[config.mk]
export PLATFORM = sky130hd
export DESIGN_NAME = tone_text_line_parser
export DESIGN_NICKNAME = d
export VERILOG_FILES = /design/src/rtl/ttlp_pkg.sv /design/src/rtl/tone_text_line_parser.sv
export SDC_FILE = /design/constraint.sdc
export NUM_CORES = 1
export LEC_CHECK = 0
export BUFFER_PORTS_ARGS = -buffer_cell sky130_fd_sc_hd__buf_4
export CAP_MARGIN = 40
export CELL_PAD_IN_SITES_DETAIL_PLACEMENT = 0
export CELL_PAD_IN_SITES_GLOBAL_PLACEMENT = 1
export CORE_MARGIN = 10
export CORE_UTILIZATION = 44
export DETAILED_ROUTE_END_ITERATION = 10
export HOLD_SLACK_MARGIN = 0.08
export MAX_ROUTING_LAYER = met4
export PLACE_DENSITY_LB_ADDON = 0.2
export SYNTH_ARGS = -nofsm -noshare
export SYNTH_HDL_FRONTEND = slang
export SYNTH_SLANG_ARGS = --single-unit
[constraint.sdc]
create_clock -name i_clk -period 7.3 [get_ports i_clk]
set_input_delay 0.73 -clock i_clk [delete_from_list [all_inputs] [get_ports i_clk]]
set_output_delay 0.73 -clock i_clk [all_outputs]
set_load 0.05 [all_outputs]
[src/rtl/ttlp_pkg.sv]
package ttlp_pkg;

    // field and state widths
    localparam int FREQ_W   = 16;
    localparam int DUR_W    = 20;
    localparam int PAUSE_W  = 14;
    localparam int CNT_W    = 11;
    localparam int ACC_W    = 21;
    localparam int PROD_W   = 25;
    localparam int PADDR_W  = 4;
    localparam int PDATA_W  = 32;

    localparam int OUT_DEPTH = 4;
    localparam int OUT_PTR_W = $clog2(OUT_DEPTH);
    localparam int OUT_CNT_W = $clog2(OUT_DEPTH + 1);

    localparam logic [ACC_W-1:0] ACC_CAP    = 21'h1F_FFFF;
    localparam logic [CNT_W-1:0] MAX_EVENTS = 11'd1024;

    // configuration reset values
    localparam logic [FREQ_W-1:0]  FREQ_LIMIT_RST  = 16'd32767;
    localparam logic [DUR_W-1:0]   DUR_LIMIT_RST   = 20'd600000;
    localparam logic [PAUSE_W-1:0] PAUSE_LIMIT_RST = 14'd10000;

    // register indexes
    localparam logic [1:0] REG_FREQ_LIMIT  = 2'd0;
    localparam logic [1:0] REG_DUR_LIMIT   = 2'd1;
    localparam logic [1:0] REG_PAUSE_LIMIT = 2'd2;

    // characters
    localparam logic [7:0] CH_NUL   = 8'h00;
    localparam logic [7:0] CH_TAB   = 8'h09;
    localparam logic [7:0] CH_LF    = 8'h0A;
    localparam logic [7:0] CH_VT    = 8'h0B;
    localparam logic [7:0] CH_FF    = 8'h0C;
    localparam logic [7:0] CH_CR    = 8'h0D;
    localparam logic [7:0] CH_SPACE = 8'h20;
    localparam logic [7:0] CH_HASH  = 8'h23;
    localparam logic [7:0] CH_PLUS  = 8'h2B;
    localparam logic [7:0] CH_COMMA = 8'h2C;
    localparam logic [7:0] CH_MINUS = 8'h2D;
    localparam logic [7:0] CH_ZERO  = 8'h30;
    localparam logic [7:0] CH_NINE  = 8'h39;
    localparam logic [7:0] CH_COLON = 8'h3A;
    localparam logic [7:0] CH_SEMI  = 8'h3B;
    localparam logic [7:0] CH_EQUAL = 8'h3D;

    // line keywords: header, name, pause, events
    localparam int KW_NUM    = 4;
    localparam int KW_PAUSE  = 2;
    localparam logic [3:0] KW_POS_MAX = 4'd8;
    localparam logic [7:0] KW_TEXT [KW_NUM][8] = '{
        '{8'h50, 8'h4F, 8'h4F, 8'h4D, 8'h54, 8'h4F, 8'h4E, 8'h45},
        '{8'h6E, 8'h61, 8'h6D, 8'h65, 8'h00, 8'h00, 8'h00, 8'h00},
        '{8'h70, 8'h61, 8'h75, 8'h73, 8'h65, 8'h00, 8'h00, 8'h00},
        '{8'h65, 8'h76, 8'h65, 8'h6E, 8'h74, 8'h73, 8'h00, 8'h00}
    };
    localparam logic [3:0] KW_LEN [KW_NUM] = '{4'd8, 4'd4, 4'd5, 4'd6};

    typedef enum logic [1:0] {
        LP_LEAD,
        LP_BODY,
        LP_SKIP,
        LP_PAUSE
    } t_line_phase;

    typedef enum logic [1:0] {
        EV_FREQ,
        EV_SEP,
        EV_DUR,
        EV_FAIL
    } t_event_phase;

    typedef enum logic [2:0] {
        NP_IDLE,
        NP_WS,
        NP_START,
        NP_SIGNED,
        NP_DIG,
        NP_END
    } t_num_phase;

    typedef struct packed {
        t_num_phase       ph;
        logic             neg;
        logic [ACC_W-1:0] acc;
    } t_num;

    typedef struct packed {
        logic [7:0] text_byte;
        logic       last_byte;
    } t_in_item;

    typedef struct packed {
        logic               result_kind;
        logic [FREQ_W-1:0]  frequency_hz;
        logic [DUR_W-1:0]   duration;
        logic [PAUSE_W-1:0] pause_len;
        logic               success;
        logic [CNT_W-1:0]   event_count;
        logic               last;
    } t_out_item;

    localparam logic KIND_EVENT   = 1'b0;
    localparam logic KIND_SUMMARY = 1'b1;

endpackage

[src/rtl/tone_text_line_parser.sv]
// Tone script line parser. Takes one script byte per request and keeps the whole line
// state in registers, so a byte can be accepted in every cycle: each byte costs one
// multiply-by-ten accumulate and a few character compares. NUL, CR or LF closes a line
// and may produce an event result; the byte marked last produces the end summary, after
// the event of a line it closes, so one byte can give two results. Results leave through
// a four-entry output queue; the input is held off only while the queue has room for
// fewer than two results. Limits are written through the APB-style port while no script
// is in flight: freq_limit at 0x0, duration_limit at 0x4, pause_limit at 0x8.
module tone_text_line_parser
    import ttlp_pkg::*;
(
    input  logic               i_clk,
    input  logic               i_rst_n,

    input  logic               i_in_valid,
    output logic               o_in_ready,
    input  t_in_item           i_in_data,

    output logic               o_out_valid,
    input  logic               i_out_ready,
    output t_out_item          o_out_data,

    input  logic               psel,
    input  logic               penable,
    input  logic               pwrite,
    input  logic [PADDR_W-1:0] paddr,
    input  logic [PDATA_W-1:0] pwdata,
    output logic [PDATA_W-1:0] prdata,
    output logic               pready
);

    function automatic logic is_blank(logic [7:0] c);
        return c == CH_SPACE || c == CH_TAB || c == CH_VT || c == CH_FF;
    endfunction

    function automatic logic is_digit(logic [7:0] c);
        return c >= CH_ZERO && c <= CH_NINE;
    endfunction

    function automatic t_num num_feed(t_num n, logic [7:0] c);
        t_num              r;
        logic [3:0]        d;
        logic [PROD_W-1:0] prod;
        logic              dg;
        r    = n;
        d    = c[3:0];
        dg   = is_digit(c);
        prod = ({4'd0, n.acc} << 3) + ({4'd0, n.acc} << 1) + {21'd0, d};
        if (r.ph == NP_WS && !is_blank(c)) begin
            r.ph = NP_START;
        end
        case (r.ph)
            NP_START: begin
                if (c == CH_PLUS || c == CH_MINUS) begin
                    r.neg = (c == CH_MINUS);
                    r.ph  = NP_SIGNED;
                end else if (dg) begin
                    r.acc = {17'd0, d};
                    r.ph  = NP_DIG;
                end else begin
                    r.ph = NP_END;
                end
            end
            NP_SIGNED: begin
                if (dg) begin
                    r.acc = {17'd0, d};
                    r.ph  = NP_DIG;
                end else begin
                    r.ph = NP_END;
                end
            end
            NP_DIG: begin
                if (dg) begin
                    r.acc = (prod > {4'd0, ACC_CAP}) ? ACC_CAP : prod[ACC_W-1:0];
                end else begin
                    r.ph = NP_END;
                end
            end
            default: ;
        endcase
        return r;
    endfunction

    function automatic t_num pause_feed(t_num n, logic [7:0] c, logic [7:0] delim);
        t_num r;
        r = n;
        if (n.ph == NP_IDLE) begin
            if (c == delim) begin
                r.ph = NP_WS;
            end
        end else begin
            r = num_feed(n, c);
        end
        return r;
    endfunction

    function automatic logic [ACC_W-1:0] num_value(t_num n, logic [ACC_W-1:0] lim);
        logic [ACC_W-1:0] v;
        if (n.acc == '0) begin
            v = '0;
        end else if (n.neg) begin
            v = lim;
        end else begin
            v = (n.acc < lim) ? n.acc : lim;
        end
        return v;
    endfunction

    localparam t_num NUM_START = '{ph: NP_START, neg: 1'b0, acc: '0};
    localparam t_num NUM_IDLE  = '{ph: NP_IDLE,  neg: 1'b0, acc: '0};

    // configuration
    logic [FREQ_W-1:0]  r_freq_limit;
    logic [DUR_W-1:0]   r_dur_limit;
    logic [PAUSE_W-1:0] r_pause_limit;
    logic               cfg_wr;

    // parser state
    t_line_phase        r_line,      n_line;
    t_event_phase       r_ev,        n_ev;
    logic [3:0]         r_pos,       n_pos;
    logic [KW_NUM-1:0]  r_cand,      n_cand;
    t_num               r_freq,      n_freq;
    t_num               r_dur,       n_dur;
    t_num               r_pause,     n_pause;
    t_num               r_pause_alt, n_pause_alt;
    logic [PAUSE_W-1:0] r_stored,    n_stored;
    logic [CNT_W-1:0]   r_cnt,       n_cnt;
    logic               r_ended,     n_ended;

    // per-byte control
    logic               accept;
    logic [7:0]         c;
    logic               line_end;
    logic               take;
    logic               fin;
    logic               do_body;
    logic               do_pause;
    logic               kw_hit;
    logic               kw_hit_pause;
    logic [KW_NUM-1:0]  kw_keep;
    logic               ev_cont;
    logic               ev_valid;
    logic               sum_valid;
    t_out_item          ev_item;
    t_out_item          sum_item;
    logic               sum_ok;

    // output queue
    t_out_item              r_fifo [OUT_DEPTH];
    logic [OUT_PTR_W-1:0]   r_wr_ptr;
    logic [OUT_PTR_W-1:0]   r_rd_ptr;
    logic [OUT_CNT_W-1:0]   r_count;
    logic [1:0]             push_n;
    logic                   pop;

    assign accept   = i_in_valid && o_in_ready;
    assign c        = i_in_data.text_byte;
    assign line_end = (c == CH_NUL) || (c == CH_CR) || (c == CH_LF);
    assign take     = accept && !r_ended && !line_end;
    // a last byte closes the open line after its own character was taken
    assign fin      = accept && !r_ended && (line_end || i_in_data.last_byte);

    always_comb begin
        n_line       = r_line;
        n_ev         = r_ev;
        n_pos        = r_pos;
        n_cand       = r_cand;
        n_freq       = r_freq;
        n_dur        = r_dur;
        n_pause      = r_pause;
        n_pause_alt  = r_pause_alt;
        n_stored     = r_stored;
        n_cnt        = r_cnt;
        n_ended      = r_ended;
        do_body      = 1'b0;
        do_pause     = 1'b0;
        kw_hit       = 1'b0;
        kw_hit_pause = 1'b0;
        kw_keep      = r_cand;
        ev_cont      = 1'b1;
        ev_valid     = 1'b0;
        sum_valid    = 1'b0;
        sum_ok       = 1'b0;
        ev_item      = '0;
        sum_item     = '0;

        if (take) begin
            case (r_line)
                LP_LEAD: begin
                    if (!is_blank(c)) begin
                        if (c == CH_HASH) begin
                            n_line = LP_SKIP;
                        end else begin
                            n_line  = LP_BODY;
                            do_body = 1'b1;
                        end
                    end
                end
                LP_BODY:  do_body  = 1'b1;
                LP_PAUSE: do_pause = 1'b1;
                default: ;
            endcase
        end

        if (do_body) begin
            for (int i = 0; i < KW_NUM; i++) begin
                if (r_cand[i]) begin
                    if (r_pos >= KW_LEN[i] || KW_TEXT[i][r_pos[2:0]] != c) begin
                        kw_keep[i] = 1'b0;
                    end else if (r_pos + 4'd1 == KW_LEN[i]) begin
                        kw_hit = 1'b1;
                        if (i == KW_PAUSE) begin
                            kw_hit_pause = 1'b1;
                        end
                    end
                end
            end
            if (r_cand != '0) begin
                if (kw_hit) begin
                    n_line = kw_hit_pause ? LP_PAUSE : LP_SKIP;
                end else begin
                    n_cand = kw_keep;
                    if (r_pos < KW_POS_MAX) begin
                        n_pos = r_pos + 4'd1;
                    end
                end
            end
            if (!kw_hit) begin
                if (n_ev == EV_FREQ) begin
                    if (r_freq.ph == NP_DIG && !is_digit(c)) begin
                        n_ev = EV_SEP;
                    end else begin
                        n_freq  = num_feed(r_freq, c);
                        ev_cont = 1'b0;
                        if (n_freq.ph == NP_END) begin
                            n_ev = EV_FAIL;
                        end
                    end
                end
                if (ev_cont && n_ev == EV_SEP) begin
                    if (is_blank(c) || c == CH_COMMA || c == CH_SEMI) begin
                        ev_cont = 1'b0;
                    end else begin
                        n_ev = EV_DUR;
                    end
                end
                if (ev_cont && n_ev == EV_DUR) begin
                    n_dur = num_feed(r_dur, c);
                end
            end
        end

        if (do_pause) begin
            n_pause     = pause_feed(r_pause, c, CH_COLON);
            n_pause_alt = pause_feed(r_pause_alt, c, CH_EQUAL);
        end

        if (fin) begin
            if (n_line == LP_PAUSE) begin
                if (n_pause.ph != NP_IDLE) begin
                    n_stored = PAUSE_W'(num_value(n_pause, {7'd0, r_pause_limit}));
                end else if (n_pause_alt.ph != NP_IDLE) begin
                    n_stored = PAUSE_W'(num_value(n_pause_alt, {7'd0, r_pause_limit}));
                end
            end else if (n_line == LP_BODY && n_ev == EV_DUR && n_dur.acc != '0
                         && n_cnt < MAX_EVENTS) begin
                ev_valid             = 1'b1;
                ev_item.result_kind  = KIND_EVENT;
                ev_item.frequency_hz = FREQ_W'(num_value(n_freq, {5'd0, r_freq_limit}));
                ev_item.duration     = DUR_W'(num_value(n_dur, {1'b0, r_dur_limit}));
                n_cnt                = n_cnt + 11'd1;
            end
            n_line      = LP_LEAD;
            n_ev        = EV_FREQ;
            n_pos       = '0;
            n_cand      = '1;
            n_freq      = NUM_START;
            n_dur       = NUM_START;
            n_pause     = NUM_IDLE;
            n_pause_alt = NUM_IDLE;
        end

        if (accept && !r_ended && c == CH_NUL) begin
            n_ended = 1'b1;
        end

        if (accept && i_in_data.last_byte) begin
            sum_valid            = 1'b1;
            sum_ok               = (n_cnt != '0);
            sum_item.result_kind = KIND_SUMMARY;
            sum_item.pause_len   = sum_ok ? n_stored : '0;
            sum_item.success     = sum_ok;
            sum_item.event_count = n_cnt;
            sum_item.last        = 1'b1;
            // start over for the next script
            n_line      = LP_LEAD;
            n_ev        = EV_FREQ;
            n_pos       = '0;
            n_cand      = '1;
            n_freq      = NUM_START;
            n_dur       = NUM_START;
            n_pause     = NUM_IDLE;
            n_pause_alt = NUM_IDLE;
            n_stored    = '0;
            n_cnt       = '0;
            n_ended     = 1'b0;
        end
    end

    always_ff @(posedge i_clk) begin
        if (!i_rst_n) begin
            r_line      <= LP_LEAD;
            r_ev        <= EV_FREQ;
            r_pos       <= '0;
            r_cand      <= '1;
            r_freq      <= NUM_START;
            r_dur       <= NUM_START;
            r_pause     <= NUM_IDLE;
            r_pause_alt <= NUM_IDLE;
            r_stored    <= '0;
            r_cnt       <= '0;
            r_ended     <= 1'b0;
        end else begin
            r_line      <= n_line;
            r_ev        <= n_ev;
            r_pos       <= n_pos;
            r_cand      <= n_cand;
            r_freq      <= n_freq;
            r_dur       <= n_dur;
            r_pause     <= n_pause;
            r_pause_alt <= n_pause_alt;
            r_stored    <= n_stored;
            r_cnt       <= n_cnt;
            r_ended     <= n_ended;
        end
    end

    // output queue, up to two pushes per cycle
    assign push_n      = {1'b0, ev_valid} + {1'b0, sum_valid};
    assign pop         = o_out_valid && i_out_ready;
    assign o_out_valid = (r_count != '0);
    assign o_out_data  = r_fifo[r_rd_ptr];
    assign o_in_ready  = (r_count <= OUT_CNT_W'(OUT_DEPTH - 2));

    always_ff @(posedge i_clk) begin
        if (ev_valid) begin
            r_fifo[r_wr_ptr] <= ev_item;
            if (sum_valid) begin
                r_fifo[r_wr_ptr + OUT_PTR_W'(1)] <= sum_item;
            end
        end else if (sum_valid) begin
            r_fifo[r_wr_ptr] <= sum_item;
        end
    end

    always_ff @(posedge i_clk) begin
        if (!i_rst_n) begin
            r_wr_ptr <= '0;
            r_rd_ptr <= '0;
            r_count  <= '0;
        end else begin
            r_wr_ptr <= r_wr_ptr + OUT_PTR_W'(push_n);
            if (pop) begin
                r_rd_ptr <= r_rd_ptr + OUT_PTR_W'(1);
            end
            r_count <= r_count + OUT_CNT_W'(push_n) - OUT_CNT_W'(pop);
        end
    end

    // configuration port
    assign pready = 1'b1;
    assign cfg_wr = psel && penable && pwrite && pready;

    always_ff @(posedge i_clk) begin
        if (!i_rst_n) begin
            r_freq_limit  <= FREQ_LIMIT_RST;
            r_dur_limit   <= DUR_LIMIT_RST;
            r_pause_limit <= PAUSE_LIMIT_RST;
        end else if (cfg_wr) begin
            case (paddr[3:2])
                REG_FREQ_LIMIT:  r_freq_limit  <= pwdata[FREQ_W-1:0];
                REG_DUR_LIMIT:   r_dur_limit   <= pwdata[DUR_W-1:0];
                REG_PAUSE_LIMIT: r_pause_limit <= pwdata[PAUSE_W-1:0];
                default: ;
            endcase
        end
    end

    always_comb begin
        case (paddr[3:2])
            REG_FREQ_LIMIT:  prdata = {16'd0, r_freq_limit};
            REG_DUR_LIMIT:   prdata = {12'd0, r_dur_limit};
            REG_PAUSE_LIMIT: prdata = {18'd0, r_pause_limit};
            default:         prdata = '0;
        endcase
    end

endmodule
==> flow_metrics.tcl <==
set metrics [dict create \
    synth_top_cell_by_area "sky130_fd_sc_hd__dfxtp_1" \
    post_cts_resize_count 0 \
    synth-edff-count 108 \
    number_of_antenna_violations_at_the_first_check_in_global_routing 2 \
    io_buffers 123 \
    cts_buffers 51 \
    synthDominantCellAreaShare 0.237 \
    drive_gt1_frac 0.155 \
    achievable-frequency_mhz 148 \
    drtAntennaViolNets 0 \
    synth_seq_cells 449 \
    path_clk_slew_ps 60 \
    synth.avg_cell_area_um2 8.96 \
    placeableCoreArea_mm2 0.0646 \
    final_max_tran_viols 0 \
    rsz_0062_raised_after_global_routing "no" \
    flow.area_growth_from_synthesis_pct 14.9 \
    power.density_cell_area_mw_per_mm2 200 \
    final_total_negative_setup_slack_ps 0 \
    worstSkewPairLatency_ps 610 \
    post-dp-hpwl_um 70000 \
    grt_start_max_net_pins 61 \
    average_wire_per_standard_cell_um 21.8 \
    crit_fanout 14 \
    synth_cells 3209 \
    mostFrequentLayoutCell "sky130_fd_sc_hd__nand2_1" \
    synthFlopType "sky130_fd_sc_hd__dfxtp_1" \
    detail_route.vias_per_cell 5.93 \
    final_nets 3669 \
    totalWireLength_um 92800 \
    worst-endpoint-required_ps 7620 \
    die_y_um 276 \
    post-cts-setup-buffer-count 0 \
    worst_ep_arrival_time_ps 7070 \
    boundaryPins 151 \
    fp.dieArea_mm2 0.0760 \
    max_stage_delay_ps 530 \
    placement.setup.worst_slack_ps 50.7 \
    dr.first_iter.drc_count 2092 \
    cts_max_level 2 \
    post_detailed_route_drc_marker_count 0 \
    grt_usage 0.244 \
    floorplan.initialDensity 0.445 \
    clock_skew_ps 19.8 \
    hold_viol 0 \
    end_kind "flip-flop" \
    worstSetupStartpointType "flip-flop" \
    finalSetupViolations 0 \
    timing.final.ws_setup_ps 555 \
    leakagePower_nw 13.5 \
    mappedNetlistArea_mm2 0.0288 \
    clockRootBuffer "sky130_fd_sc_hd__clkbuf_16" \
    synth.distinct_cells 114 \
    hp-class "in -> reg" \
    worst-setup-path-type "reg -> reg" \
    drt-pass1-iter-count 6 \
    first_global_vias 24400 \
    relSlewSlack 0.427 \
    critical-path-top-cell-by-count "sky130_fd_sc_hd__o21ai_0" \
    layout.filler_cells 6117 \
    timing.critical_path.slowest_stage_cell "sky130_fd_sc_hd__fa_1" \
    std_cell_rows 93 \
    outcome "finished, final reports clean" \
    globalRouteOverflowTotal 0 \
    cap_violations 0 \
    yosysSeqAreaShare 0.350 \
    final_min_period_over_clock_period 0.924 \
    grt_pass1_wl_um 142000 \
    ys.warnings.count 0 \
    netlist_top_cells_area "sky130_fd_sc_hd__dfxtp_1 (24%), sky130_fd_sc_hd__edfxtp_1 (11%), sky130_fd_sc_hd__ha_1 (11%), sky130_fd_sc_hd__nand2_1 (5.4%), sky130_fd_sc_hd__mux4_2 (4.9%)" \
    max-clock-path-buffers 3 \
    die_width_um 276 \
    ys_async_sr_fraction 0 \
    mostFrequentLayoutCells "sky130_fd_sc_hd__nand2_1 (412), sky130_fd_sc_hd__dfxtp_1 (339), sky130_fd_sc_hd__o21ai_0 (275), sky130_fd_sc_hd__buf_4 (256), sky130_fd_sc_hd__ha_1 (243)" \
    place.gp.congestion 0.927 \
    worst_slew_pin_slew_ps 850 \
    detailroute.via_count 25300 \
    cts_num_sinks 449 \
    finalCriticalPeriod_ps 6750 \
    holdBufCountCts 0 \
    irDropWorstVdd_mv 0.158 \
    cts_tree "done" \
]
[cells in the mapped netlist (all sizes together) (11+ instances only)]
cell    number
nand4       34
dfxtp      341
xor2        42
a31oi       25
o31ai       18
and2        83
or3         20
and3        18
edfxtp     108
nor2       222
nand2      414
nor3       128
clkbuf     123
inv        112
nand3       61
or2         15
nor4        23
xnor2       50
nand2b      37
a21oi      169
a22oi       11
or4         16
nor2b       24
ha         243
o21ai      302
a211oi      21
o211ai      51
mux2        15
a21boi      27
a221oi      26
o21a        19
buf         53
o21bai      17
mux4        63
a21o        43
mux2i       63
[power by group]
group / total, W / internal [W] / leakage [nW] / switching [W]
logic: 0.00118 / 0.000421 / 8.88 / 0.000763
registers: 0.00269 / 0.00260 / 3.73 / 0.0000898
clock network: 0.00274 / 0.00163 / 0.878 / 0.00110
[kinds of logic after synthesis]
group                      share of synthesized area
AOI/OAI and AO/OA                              0.192
xor gates and xnor gates                      0.0289
adders and majority gates                      0.112
buffers and inverters                         0.0431
DFF                                            0.350
muxes                                         0.0771
other                                       0.000261
and+or+nand+nor                                0.196
[path summary, 6_finish.rpt]
check / start / end / slack, ps / cells past startpoint
worst max-delay path: r_pause_alt[2]$_SDFF_PP0_ / r_fifo[2][15]$_DFFE_PP_ / 550 / 28
worst max register to register: r_pause_alt[2]$_SDFF_PP0_ / r_fifo[2][15]$_DFFE_PP_ / 550 / 28
worst min-delay path: pwdata[16] / r_dur_limit[16]$_SDFFE_PN1P_ / 350 / 3
worst min register to register: r_fifo[1][59]$_SDFFE_PP0P_ / r_fifo[1][59]$_SDFFE_PP0P_ / 450 / 2
[flip-flops by register name, summed over array words and instances (netlist names), 3 cells and up, named ones only]
signal / cells
r_freq_limit: 16
r_pause_alt: 25
r_cand: 4
r_freq: 25
r_pos: 4
r_dur_limit: 20
r_fifo: 252
r_pause_limit: 14
r_cnt: 11
r_dur: 25
r_pause: 25
r_stored: 14
r_count: 3
[area by class of cell]
class	instances	area, um2	share of cell area
clock buffer	67	1470	0.0445
sequential	449	10100	0.305
multi-input combinational	2483	17500	0.531
inverter	112	420	0.0127
timing repair buffer	268	2130	0.0644
antenna	2	5.00	0.000152
tap	855	1070	0.0324
clock inverter	28	323	0.00977
[layer usage]
metal	GRT usage	vias to the layer above	share of wire
met5	-	-	0
met4	0.0748	0	0.030
met3	0.0313	151	0.071
met2	0.368	766	0.44
met1	0.337	12300	0.46
li1	-	12100	-
[stage by stage]
stage               hold WS, ps  total power (W)  utilization  std cells  cell area, um2
detailed placement          437          0.00393        0.484       4167           31200
finish                      353          0.00661        0.511       4264           33000
global route                350          0.00684        0.511       4262           33000
floorplan                   420          0.00357            -       3220           28800
global placement            428          0.00391        0.483       4162           31200
CTS                         327          0.00667        0.511       4262           33000
[worst max-delay path: cells and delay by family, from the launching register on]
family | cells | cell delay [ps]
adders and majority gates | 3 | 1120
AOI/OAI and AO/OA | 10 | 2300
buffers and inverters | 4 | 510
and+or+nand+nor | 9 | 1350
muxes | 2 | 750
DFF | 1 | 430
(Power assumes the default switching activity.)
